**src/trb_pkg.sv**
```systemverilog
// Package: shared widths, function codes and control types of the reorder buffer.
`timescale 1ns / 1ps
`default_nettype none
package trb_pkg;

   localparam int PTS_W           = 48;
   localparam int TAG_W           = 16;
   localparam int FUNC_W          = 2;
   localparam int WIN_W           = 4;
   localparam logic [WIN_W-1:0] WIN_RESET = 4'd4;
   localparam int MAX_ENTRIES_DEF = 16;

   typedef enum logic [FUNC_W-1:0] {
      FUNC_INSERT  = 2'd0,
      FUNC_NOFRAME = 2'd1,
      FUNC_DRAIN   = 2'd2,
      FUNC_FLUSH   = 2'd3
   } func_type;

   // Per-cycle command broadcast to every cell of the chain.
   typedef struct packed {
      logic ins;    // insert the request frame at its sorted place
      logic rel;    // release the head and shift toward it
      logic flush;  // invalidate all cells
   } cell_ctrl_type;

   // One stored entry as handed between neighboring cells.
   typedef struct packed {
      logic             valid;
      logic [PTS_W-1:0] pts;
      logic [TAG_W-1:0] tag;
   } entry_type;

endpackage
`default_nettype wire

```
**src/trb_req_if.sv**
```systemverilog
// Interface: request channel carrying function code, timestamp and frame tag.
`timescale 1ns / 1ps
`default_nettype none
interface trb_req_if
   import trb_pkg::*;
();
   logic              valid;
   logic              ready;
   logic [FUNC_W-1:0] func;
   logic [PTS_W-1:0]  frame_pts;
   logic [TAG_W-1:0]  frame_tag;

   modport source (output valid, output func, output frame_pts, output frame_tag,
                   input ready);
   modport sink   (input valid, input func, input frame_pts, input frame_tag,
                   output ready);
endinterface
`default_nettype wire

```
**src/trb_rsp_if.sv**
```systemverilog
// Interface: response channel carrying the released frame.
`timescale 1ns / 1ps
`default_nettype none
interface trb_rsp_if
   import trb_pkg::*;
();
   logic             valid;
   logic             ready;
   logic [PTS_W-1:0] out_pts;
   logic [TAG_W-1:0] out_tag;
   logic             now_empty;

   modport source (output valid, output out_pts, output out_tag, output now_empty,
                   input ready);
   modport sink   (input valid, input out_pts, input out_tag, input now_empty,
                   output ready);
endinterface
`default_nettype wire

```
**src/trb_cell.sv**
```systemverilog
// Module: one sorted-chain cell holding a single timestamp/tag entry.
`timescale 1ns / 1ps
`default_nettype none
module trb_cell
   import trb_pkg::*;
(
   input  wire  logic             clock,
   input  wire  logic             reset,
   input  wire  cell_ctrl_type    ctrl,
   input  wire  logic [PTS_W-1:0] new_pts,
   input  wire  logic [TAG_W-1:0] new_tag,
   input  wire  logic             prev_hit,
   input  wire  logic             next_hit,
   input  wire  entry_type        prev_ent,
   input  wire  entry_type        next_ent,
   output logic                   hit,
   output entry_type              ent
);

   logic             valid_ff, valid_in;
   logic [PTS_W-1:0] pts_ff, pts_in;
   logic [TAG_W-1:0] tag_ff, tag_in;

   // New frame goes ahead of this cell: empty, or timestamp not smaller.
   assign hit = !valid_ff || (pts_ff >= new_pts);

   assign ent.valid = valid_ff;
   assign ent.pts   = pts_ff;
   assign ent.tag   = tag_ff;

   always_comb begin
      valid_in = valid_ff;
      pts_in   = pts_ff;
      tag_in   = tag_ff;
      priority if (ctrl.flush) begin
         valid_in = 1'b0;
      end else if (ctrl.ins && ctrl.rel) begin
         // insert then pop: take what the inserted row holds one place up
         priority if (hit) begin
            valid_in = valid_ff;
         end else if (next_hit) begin
            valid_in = 1'b1;
            pts_in   = new_pts;
            tag_in   = new_tag;
         end else begin
            valid_in = next_ent.valid;
            pts_in   = next_ent.pts;
            tag_in   = next_ent.tag;
         end
      end else if (ctrl.ins) begin
         priority if (prev_hit) begin
            valid_in = prev_ent.valid;
            pts_in   = prev_ent.pts;
            tag_in   = prev_ent.tag;
         end else if (hit) begin
            valid_in = 1'b1;
            pts_in   = new_pts;
            tag_in   = new_tag;
         end else begin
            valid_in = valid_ff;
         end
      end else if (ctrl.rel) begin
         valid_in = next_ent.valid;
         pts_in   = next_ent.pts;
         tag_in   = next_ent.tag;
      end else begin
         valid_in = valid_ff;
      end
   end

   always_ff @(posedge clock) begin
      if (reset) begin
         valid_ff <= 1'b0;
      end else begin
         valid_ff <= valid_in;
      end
   end

   always_ff @(posedge clock) begin
      pts_ff <= pts_in;
      tag_ff <= tag_in;
   end

endmodule
`default_nettype wire

```
**src/trb_ctrl.sv**
```systemverilog
// Module: entry count, window register and per-word insert/release/flush decision.
`timescale 1ns / 1ps
`default_nettype none
module trb_ctrl
   import trb_pkg::*;
#(
   parameter int MAX_ENTRIES = MAX_ENTRIES_DEF
) (
   input  wire  logic              clock,
   input  wire  logic              reset,
   input  wire  logic              csr_wr_en,
   input  wire  logic [WIN_W-1:0]  csr_wr_data,
   input  wire  logic              fire,
   input  wire  logic [FUNC_W-1:0] func,
   output cell_ctrl_type           ctrl,
   output logic                    now_empty
);

   localparam int CNT_W = $clog2(MAX_ENTRIES + 1);
   localparam int CMP_W = (CNT_W > WIN_W) ? CNT_W : WIN_W;
   localparam logic [CNT_W-1:0] CNT_MAX = CNT_W'(MAX_ENTRIES);

   logic [CNT_W-1:0] count_ff, count_in;
   logic [WIN_W-1:0] window_ff, window_in;
   logic [CNT_W-1:0] cnt_after_ins;
   logic [CNT_W-1:0] cnt_after_rel;
   logic             over_window;
   func_type         fn;

   assign fn = func_type'(func);

   always_comb begin
      ctrl.ins   = fire && (fn == FUNC_INSERT) && (count_ff != CNT_MAX);
      ctrl.flush = fire && (fn == FUNC_FLUSH);
      cnt_after_ins = count_ff + CNT_W'(ctrl.ins);
      over_window   = CMP_W'(cnt_after_ins) > CMP_W'(window_ff);
      unique case (fn)
         FUNC_INSERT, FUNC_NOFRAME: ctrl.rel = fire && over_window;
         FUNC_DRAIN:                ctrl.rel = fire && (count_ff != '0);
         default:                   ctrl.rel = 1'b0;
      endcase
      cnt_after_rel = cnt_after_ins - CNT_W'(ctrl.rel);
      now_empty     = (cnt_after_rel == '0);
      count_in      = ctrl.flush ? '0 : cnt_after_rel;
      window_in     = csr_wr_en ? csr_wr_data : window_ff;
   end

   always_ff @(posedge clock) begin
      if (reset) begin
         count_ff  <= '0;
         window_ff <= WIN_RESET;
      end else begin
         count_ff  <= count_in;
         window_ff <= window_in;
      end
   end

   a_count_bound: assert property (@(posedge clock) disable iff (reset)
      count_ff <= CNT_MAX)
      else $error("entry count above depth");

   a_rel_nonempty: assert property (@(posedge clock) disable iff (reset)
      ctrl.rel |-> (cnt_after_ins != '0))
      else $error("release from empty buffer");

   a_flush_clears: assert property (@(posedge clock) disable iff (reset)
      ctrl.flush |=> (count_ff == '0))
      else $error("flush did not clear count");

   a_idle_holds: assert property (@(posedge clock) disable iff (reset)
      !fire |=> $stable(count_ff))
      else $error("count moved without a word");

endmodule
`default_nettype wire

```
**src/timestamp_reorder_buffer_top.sv**
```systemverilog
// Top level: timestamp-sorted reorder buffer built as a chain of compare cells.
// A response word is registered and appears on rsp in the cycle after its request word is taken.
// Throughput: one request word per cycle while req.ready is high; every cell compares and shifts in one step.
// rsp has one output register; req.ready drops only while it is full and not taken.
// Reset (synchronous, active high): all cells empty, count zero, window back to 4.
// Entry payloads are not reset; only valid bits and control are cleared.
`timescale 1ns / 1ps
`default_nettype none
module timestamp_reorder_buffer_top
   import trb_pkg::*;
#(
   parameter int MAX_ENTRIES = MAX_ENTRIES_DEF
) (
   input  wire  logic             clock,
   input  wire  logic             reset,
   trb_req_if.sink                req,
   trb_rsp_if.source              rsp,
   input  wire  logic             csr_wr_en,
   input  wire  logic [WIN_W-1:0] csr_wr_data
);

   // ---------------------------------------------------------------
   // Handshake: a request word is taken whenever the output register
   // is free or being emptied in the same cycle.
   // ---------------------------------------------------------------
   logic fire;
   logic rsp_valid_ff, rsp_valid_in;
   assign req.ready = !rsp_valid_ff || rsp.ready;
   assign fire      = req.valid && req.ready;

   // ---------------------------------------------------------------
   // Control: count, window and the per-word command to the chain.
   // ---------------------------------------------------------------
   cell_ctrl_type ctrl;
   logic          now_empty;

   trb_ctrl #(
      .MAX_ENTRIES (MAX_ENTRIES)
   ) u_ctrl (
      .clock       (clock),
      .reset       (reset),
      .csr_wr_en   (csr_wr_en),
      .csr_wr_data (csr_wr_data),
      .fire        (fire),
      .func        (req.func),
      .ctrl        (ctrl),
      .now_empty   (now_empty)
   );

   // ---------------------------------------------------------------
   // Cell chain, oldest entry in cell 0. Each cell flags whether the
   // new frame belongs at or before it; the flags are monotonic along
   // the chain, so the first set flag marks the insert position.
   // ---------------------------------------------------------------
   entry_type cell_ent [MAX_ENTRIES];
   logic      cell_hit [MAX_ENTRIES];

   for (genvar i = 0; i < MAX_ENTRIES; i++) begin : g_cell
      logic      prev_hit, next_hit;
      entry_type prev_ent, next_ent;

      if (i == 0) begin : g_head
         assign prev_hit = 1'b0;
         assign prev_ent = '0;
      end else begin : g_body
         assign prev_hit = cell_hit[i-1];
         assign prev_ent = cell_ent[i-1];
      end

      // beyond the tail everything reads empty
      if (i == MAX_ENTRIES - 1) begin : g_tail
         assign next_hit = 1'b1;
         assign next_ent = '0;
      end else begin : g_inner
         assign next_hit = cell_hit[i+1];
         assign next_ent = cell_ent[i+1];
      end

      trb_cell u_cell (
         .clock    (clock),
         .reset    (reset),
         .ctrl     (ctrl),
         .new_pts  (req.frame_pts),
         .new_tag  (req.frame_tag),
         .prev_hit (prev_hit),
         .next_hit (next_hit),
         .prev_ent (prev_ent),
         .next_ent (next_ent),
         .hit      (cell_hit[i]),
         .ent      (cell_ent[i])
      );
   end

   // ---------------------------------------------------------------
   // Output register. On insert plus release the released frame is
   // the new one when it lands at the head, else the old head.
   // ---------------------------------------------------------------
   logic [PTS_W-1:0] rsp_pts_ff, rsp_pts_in;
   logic [TAG_W-1:0] rsp_tag_ff, rsp_tag_in;
   logic             rsp_empty_ff, rsp_empty_in;
   logic             new_at_head;

   assign new_at_head = ctrl.ins && cell_hit[0];

   always_comb begin
      rsp_valid_in = rsp_valid_ff && !rsp.ready;
      rsp_pts_in   = rsp_pts_ff;
      rsp_tag_in   = rsp_tag_ff;
      rsp_empty_in = rsp_empty_ff;
      if (ctrl.rel) begin
         rsp_valid_in = 1'b1;
         rsp_pts_in   = new_at_head ? req.frame_pts : cell_ent[0].pts;
         rsp_tag_in   = new_at_head ? req.frame_tag : cell_ent[0].tag;
         rsp_empty_in = now_empty;
      end
   end

   always_ff @(posedge clock) begin
      if (reset) begin
         rsp_valid_ff <= 1'b0;
      end else begin
         rsp_valid_ff <= rsp_valid_in;
      end
   end

   always_ff @(posedge clock) begin
      rsp_pts_ff   <= rsp_pts_in;
      rsp_tag_ff   <= rsp_tag_in;
      rsp_empty_ff <= rsp_empty_in;
   end

   assign rsp.valid     = rsp_valid_ff;
   assign rsp.out_pts   = rsp_pts_ff;
   assign rsp.out_tag   = rsp_tag_ff;
   assign rsp.now_empty = rsp_empty_ff;

endmodule
`default_nettype wire

```
**src/flat_wrapper.sv**
```systemverilog
// flat-port wrapper written by rule: the top's interface ports become plain ports
module timestamp_reorder_buffer_top_flat import trb_pkg::*;
#(
   parameter int MAX_ENTRIES = MAX_ENTRIES_DEF
)
  (clock, reset, csr_wr_en, csr_wr_data, req_valid, req_func, req_frame_pts, req_frame_tag, req_ready, rsp_valid, rsp_out_pts, rsp_out_tag, rsp_now_empty, rsp_ready);
  trb_req_if req_i ();
  trb_rsp_if rsp_i ();
  input  wire  logic clock;
  input  wire  logic reset;
  input  wire  logic csr_wr_en;
  input  wire  logic [WIN_W-1:0] csr_wr_data;
  input wire logic [$bits(req_i.valid)-1:0] req_valid;
  input wire logic [$bits(req_i.func)-1:0] req_func;
  input wire logic [$bits(req_i.frame_pts)-1:0] req_frame_pts;
  input wire logic [$bits(req_i.frame_tag)-1:0] req_frame_tag;
  output wire logic [$bits(req_i.ready)-1:0] req_ready;
  output wire logic [$bits(rsp_i.valid)-1:0] rsp_valid;
  output wire logic [$bits(rsp_i.out_pts)-1:0] rsp_out_pts;
  output wire logic [$bits(rsp_i.out_tag)-1:0] rsp_out_tag;
  output wire logic [$bits(rsp_i.now_empty)-1:0] rsp_now_empty;
  input wire logic [$bits(rsp_i.ready)-1:0] rsp_ready;
  assign req_i.valid = req_valid;
  assign req_i.func = req_func;
  assign req_i.frame_pts = req_frame_pts;
  assign req_i.frame_tag = req_frame_tag;
  assign req_ready = req_i.ready;
  assign rsp_valid = rsp_i.valid;
  assign rsp_out_pts = rsp_i.out_pts;
  assign rsp_out_tag = rsp_i.out_tag;
  assign rsp_now_empty = rsp_i.now_empty;
  assign rsp_i.ready = rsp_ready;
  timestamp_reorder_buffer_top #(.MAX_ENTRIES(MAX_ENTRIES)) u_core (.clock(clock), .reset(reset), .req(req_i), .rsp(rsp_i), .csr_wr_en(csr_wr_en), .csr_wr_data(csr_wr_data));
endmodule
```
**config.mk**
```make
export PLATFORM = sky130hd
export DESIGN_NAME = timestamp_reorder_buffer_top_flat
export DESIGN_NICKNAME = d
export VERILOG_FILES = /design/src/trb_pkg.sv /design/src/trb_req_if.sv /design/src/trb_rsp_if.sv /design/src/trb_cell.sv /design/src/trb_ctrl.sv /design/src/timestamp_reorder_buffer_top.sv /design/src/flat_wrapper.sv
export SDC_FILE = /design/constraint.sdc
export NUM_CORES = 2
export LEC_CHECK = 0
export BUFFER_PORTS_ARGS = -buffer_cell sky130_fd_sc_hd__buf_2
export CAP_MARGIN = 15
export CORE_MARGIN = 3
export CORE_UTILIZATION = 61
export CTS_CLUSTER_SIZE = 30
export DETAILED_ROUTE_END_ITERATION = 7
export PLACE_DENSITY = 0.76
export SLEW_MARGIN = 25
export SYNTH_ARGS = -nofsm -noshare
export SYNTH_HDL_FRONTEND = slang
export SYNTH_SLANG_ARGS = --single-unit
```
**constraint.sdc**
```tcl
create_clock -name clock -period 41.3 [get_ports clock]
set_clock_uncertainty 0.2 [all_clocks]
set_input_delay 6.195 -clock clock [delete_from_list [all_inputs] [get_ports clock]]
set_output_delay 6.195 -clock clock [all_outputs]
set_load 0.005 [all_outputs]
```
## After elaboration in Yosys (flattened, before gate mapping)

Index checks and enable logic that the tools add are counted.
W data, S select, Z words.

| word-level totals | value |
|---|---|
| bits in registers | 1115 |
| bits of input ports | 75 |
| logic and storage cells | 379 |

| operators by class | value |
|---|---|
| add/subtract/negate cells | 2 |
| $lt $le $gt $ge | 17 |
| eq/ne operators | 6 |
| multiplexer cells | 244 |
| bitwise operators | 1 |
| reduce and logical (&&, ||, !) cells | 55 |

Operator list:

| operator | number |
|---|---|
| $mux W48 | 81 |
| $mux W16 | 81 |
| $ge A48 B48 Y1 | 16 |
| $mux W1 | 81 |
| $logic_not A1 Y1 | 18 |
| $logic_or A1 B1 Y1 | 17 |
| $logic_and A1 B1 Y1 | 9 |
| $reduce_and A2 Y1 | 3 |
| $reduce_and A3 Y1 | 2 |
| $add A5 B1 Y5 | 1 |
| $gt A5 B4 Y1 | 1 |
| $logic_not A5 Y1 | 1 |
| $ne A5 B5 Y1 const B | 1 |
| $reduce_bool A5 Y1 | 1 |
| $sub A5 B1 Y5 | 1 |
| $eq A2 B2 Y1 const B | 2 |
| $reduce_or A2 Y1 | 2 |
| $ne A3 B3 Y1 const B | 1 |
| $reduce_bool A3 Y1 | 1 |
| $eq A2 B1 Y1 const B | 1 |
| $logic_not A2 Y1 | 1 |
| $ne A2 B2 Y1 const B | 1 |
| $pmux W1 S2 | 1 |
| $not A1 Y1 | 1 |

## Longest topological paths before layout

| logic depth | value |
|---|---|
| depth after elaboration | 12 |
| mapped depth | 26 |

## Cells and area by module

A second synthesis with hierarchy kept.

| unflattened totals | value |
|---|---|
| cells, all modules | 8390 |
| area total of the unflattened synthesis | 79620.1 um^2 |

Modules (own cells, without submodules):

| module | instances | cells an instance | area each (um^2) |
|---|---|---|---|
| trb_cell (u_core.g_cell[0].u_cell ...) | 13 | 511 | 4760.8 |
| trb_cell (u_core.g_cell[9].u_cell) | 1 | 517 | 4768.3 |
| trb_cell (u_core.g_cell[14].u_cell) | 1 | 512 | 4764.6 |
| trb_cell (u_core.g_cell[4].u_cell) | 1 | 505 | 4763.3 |
| timestamp_reorder_buffer_top | 1 | 143 | 2834.0 |
| trb_ctrl | 1 | 70 | 599.3 |

## Worst setup path after synthesis

OpenSTA, ideal clock, no wires.

| path | value |
|---|---|
| kind | input -> register |
| start | input port rsp_ready |
| end | register u_core.g_cell[15].u_cell.pts_ff[0], enable pin |
| setup time | 0.583 ns |
| data arrival time | 34.032 ns |
| path slack | 6.485 ns |
| stages on the path | 22 |
| path through | nand2b_1 -> nand2_1 -> a2111o_1 -> inv_1 -> buf_2 -> clkbuf_1 -> clkbuf_1 -> clkbuf_1 -> ha_1 -> ha_1 -> xnor2_1 -> inv_1 -> ha_1 -> and2_1 -> o21ai_0 -> a32oi_1 -> o21ai_1 -> buf_2 -> clkbuf_1 -> clkbuf_1 -> nand2_1 -> a21boi_0 |

| on the way | value |
|---|---|
| longest elaborated chain between the ends | 11 |

RTL lines:

| element | RTL line | source |
|---|---|---|
| from (decl) | flat_wrapper.sv:22 | `input wire logic [$bits(rsp_i.ready)-1:0] rsp_ready;` |
| $logic_or A1 B1 Y1 (*) | timestamp_reorder_buffer_top.sv:28 | `assign req.ready = !rsp_valid_ff \|\| rsp.ready;` |
| $logic_and A1 B1 Y1 (*) | timestamp_reorder_buffer_top.sv:29 | `assign fire = req.valid && req.ready;` |
| $logic_and A1 B1 Y1 (2 in series) | trb_ctrl.sv:33 | `ctrl.ins = fire && (fn == FUNC_INSERT) && (count_ff != CNT_MAX);` |
| $add A5 B1 Y5 | trb_ctrl.sv:35 | `cnt_after_ins = count_ff + CNT_W'(ctrl.ins);` |
| $gt A5 B4 Y1 | trb_ctrl.sv:36 | `over_window = CMP_W'(cnt_after_ins) > CMP_W'(window_ff);` |
| $logic_and A1 B1 Y1 | trb_ctrl.sv:38 | `FUNC_INSERT, FUNC_NOFRAME: ctrl.rel = fire && over_window;` |
| $pmux W1 S2 | trb_ctrl.sv:37 | `unique case (fn)` |
| $logic_and A1 B1 Y1 | trb_cell.sv:37 | `end else if (ctrl.ins && ctrl.rel) begin` |
| $ne A2 B2 Y1 (no source line) / $reduce_bool A3 Y1 (equally long branches) | n/a |  |
| $reduce_and A3 Y1 (no source line) (*) | n/a |  |
| to (signal assigned) | trb_cell.sv:80 | `pts_ff <= pts_in;` |
| to (decl) | trb_cell.sv:21 | `logic [PTS_W-1:0] pts_ff, pts_in;` |

Mark *: on every way between the ends. The rest lies on a longest branch, timed or not.
A chain may end at the register's enable or synchronous reset.

## Final worst setup path

| path | value |
|---|---|
| start | input port rsp_ready |
| end | register u_core.g_cell[7].u_cell.tag_ff[7] (data pin) |

| on the way | value |
|---|---|
| longest elaborated chain between the ends | 10 |

RTL lines:

| element | RTL line | source |
|---|---|---|
| $logic_or A1 B1 Y1 (*) | timestamp_reorder_buffer_top.sv:28 |  |
| $logic_and A1 B1 Y1 (*) | timestamp_reorder_buffer_top.sv:29 |  |
| $logic_and A1 B1 Y1 (2 in series) | trb_ctrl.sv:33 |  |
| $add A5 B1 Y5 | trb_ctrl.sv:35 |  |
| $gt A5 B4 Y1 | trb_ctrl.sv:36 |  |
| $logic_and A1 B1 Y1 | trb_ctrl.sv:38 |  |
| $pmux W1 S2 | trb_ctrl.sv:37 |  |
| $logic_and A1 B1 Y1 | trb_cell.sv:37 |  |
| $mux W16 (*) | trb_cell.sv:37 |  |
| to (signal assigned) | trb_cell.sv:81 | `tag_ff <= tag_in;` |
| to (decl) | trb_cell.sv:22 | `logic [TAG_W-1:0] tag_ff, tag_in;` |

Marked as above.

==> results.yml <==
outcome:
  status: "finished, violations left"
  failed_checks: "design-rule violations"
clocking:
  cts-resized-gates: 0
  cts_tree: "done"
  h-tree-depth: 4
  cts_root_buf: "clkbuf_16"
  cts_hold_buffers: 0
  clock_latency_ps: 800
  clockBufferDepth: 3
  clock-sinks: 1115
  cts_buffers: 140
  postCtsSetupBuffers: 0
  path_clk_slew_ps: 60
synthesis:
  ys_seq_area_share_pct: 36.16
  netlist_area_um2: 91880
  synth_fp_nets: 11040
  synth-async-reset-ratio_pct: 0
  yosys_warnings: 0
  ys_ff_latch: 1115
  synth_edf_count: 1089
  syn_avg_cell_area_um2: 9.014
  synth_ff_type: "edfxtp_1"
  ys_types: 86
  synth_cells: 10190
global_routing:
  antenna_found_initial: 14
  grt_overflow: 0
  grt_pass1_wl_um: 505300
  grt_pass1_vias: 85850
  gr-usage-all-layers_pct: 40.45
  grt_max_degree: 220
worst_setup_path:
  startpoint: "rsp_ready"
  end_kind: "flip-flop"
  reg2reg_from: "u_core.u_ctrl.count_ff[2]"
  cp-start-kind: "input port"
  worstPathMaxFanout: 116
  required_ps: 41650
  arrival_ps: 14900
  setup.worst_path.class: "in -> reg"
placement:
  io_buffer_count: 141
  gp_congestion: 0.9424
  numPlacedInstances: 11560
  hpwl_um: 212800
final_layout:
  fin_nets: 10560
  final_common_cell: "nor2_1"
  finalNonFillerCells: 11830
  final_cell_mix: "1,239 x nor2_1, 1,089 x edfxtp_1, 962 x nand2_1"
  drive_above_1_share_pct: 8.087
  fin_util_pct: 65.77
  area_growth_pct: 6.451
drt:
  ant_nets: 0
  vias: 91320
  routed_wl_um: 330000
  wl_per_cell_um: 27.89
  viasPerCell: 7.720
  dr.first_iter.drc_count: 14790
  drc_errors: 2
  first_pass_iters: 8
pwr:
  power_mw: 4.104
  p_comb_share_pct: 26.5
  ir_drop_mv: 0.04864
  switching_power_mw: 1.443
  netSwitchingFraction_pct: 35.17
  p_int_mw: 2.660
  pwr-share-clk_pct: 30.8
  seqPwrFrac_pct: 42.7
  power.density_nw_per_um2: 41.96
  p_leak_nw: 33.77
sta:
  max_freq_mhz: 68.74
  max_slew_margin_pct: 21.40
  hold_violations: 0
  post-route-period-util_pct: 35.22
  setup_viol: 0
  drv_slew: 0
  rsz0062_at_grt: "false"
  timing.setup.tns_ps: 0
  fin_crit_ps: 14550
  worst_slew_pin_slew_ps: 1179
die:
  num_rows: 141
  core_area_um2: 148700
  die_y_um: 394.1
  io_pins: 142
  initial_core_util_pct: 61.78
  die_area_um2: 155300
  die-width_um: 394.1
worst_hold_path:
  hold_path.class: "reg -> reg"
  hold_path_startpoint: "u_core.u_ctrl.window_ff[2]"
flow_run:
  max_cap_violations: 0
## layout make-up
cell class / count / area (µm²)
sequential: 1115 / 33220
timing repair buffer: 325 / 2303
inverter: 151 / 581.8
clock inverter: 87 / 907.1
fill: 11920 / 50910
tap: 2002 / 2505
clock buffer: 167 / 3655
multi-input combinational: 7973 / 54610
antenna: 9 / 22.52
## logic make-up after synthesis
family	count (synthesis)	synth area share (%)
flops	1115	36.16
mux	378	4.213
compound gates	3794	29.34
xor+xnor	6	0.05719
simple gates	3019	14.80
fa+ha+maj	776	10.57
buf+inv	1105	4.860
## metrics by stage
step | hold WS, ps | instance area [µm²] | worst slack, ps
floorplan | 257.6 | 91880 | 6485
global placement | 276.2 | 93060 | 26590
detailed placement | 289.4 | 93120 | 26350
CTS | 297.8 | 97680 | 27100
global route | 325.9 | 97800 | 26490
finish | 293.5 | 97810 | 26750
## worst max-delay path, stage by stage
cell and delay [ps]:
buf_2 70, nand2b_1 120, nand2_1 160, a2111o_2 790, inv_8 490, ha_1 280
ha_1 190, xnor2_1 170, inv_1 120, ha_1 270, and2_1 150, o21ai_0 80
a32oi_1 150, o21ai_4 540, buf_12 550, inv_8 430, nand2_4 540, buf_4 660
buf_4 830, or3_2 640, buf_4 580, nor2_1 120, a2111oi_1 390
## cell usage after synthesis (all sizes together) (138+ instances only)
library cell	number	area, µm²
a21o	160	1201
a31oi	387	2434
clkbuf	708	2658
o21ai	316	1585
o211ai	522	3919
buf	246	1241
nand2	969	3640
mux2i	311	3117
nor2	1249	4691
nand3	170	850.8
a21oi	882	4414
o22ai	276	1727
nor4	138	863.3
ha	776	9709
edfxtp	1089	32700
a211o	153	1340
## registers in the layout, summed over array words and instances, names as in the netlist
| name | count |
|---|---|
| u_core.rsp.out_pts | 48 |
| u_core.g_cell.u_cell.valid_ff | 16 |
| u_core.u_ctrl.count_ff | 5 |
| u_core.rsp.out_tag | 16 |
| u_core.g_cell.u_cell.pts_ff | 768 |
| u_core.rsp.valid | 1 |
| u_core.u_ctrl.window_ff | 4 |
| u_core.g_cell.u_cell.tag_ff | 256 |
| u_core.rsp.now_empty | 1 |
## power groups by stage
stage | clock network [mW] | registers (mW) | logic (mW)
2_1_floorplan | 0 | 1.84 | 0.761
3_3_place_gp | 0 | 1.74 | 1.00
3_5_place_dp | 0 | 1.75 | 1.05
4_1_cts | 1.26 | 1.73 | 1.06
5_1_grt | 1.31 | 1.77 | 1.19
6_report | 1.26 | 1.75 | 1.09
## per-layer routing
metal,track usage (%),part of all wire [%],up-vias
met1,57.04,38,43520
met4,17.69,4.1,6
met5,0,0.011,-
li1,-,-,39440
met3,11.35,16,946
met2,57.84,42,7411
## path summary, 6_finish.rpt
path	cells after the start	slack, ps	endpoint
worst min-delay path	2	290	u_core.u_ctrl.window_ff[2]
worst max-delay path	23	26750	u_core.g_cell[7].u_cell.tag_ff[7]
worst min register to register	2	290	u_core.u_ctrl.window_ff[2]
worst max register to register	21	31840	u_core.g_cell[7].u_cell.tag_ff[7]
Note: power is estimated with default switching activity, not from simulation.
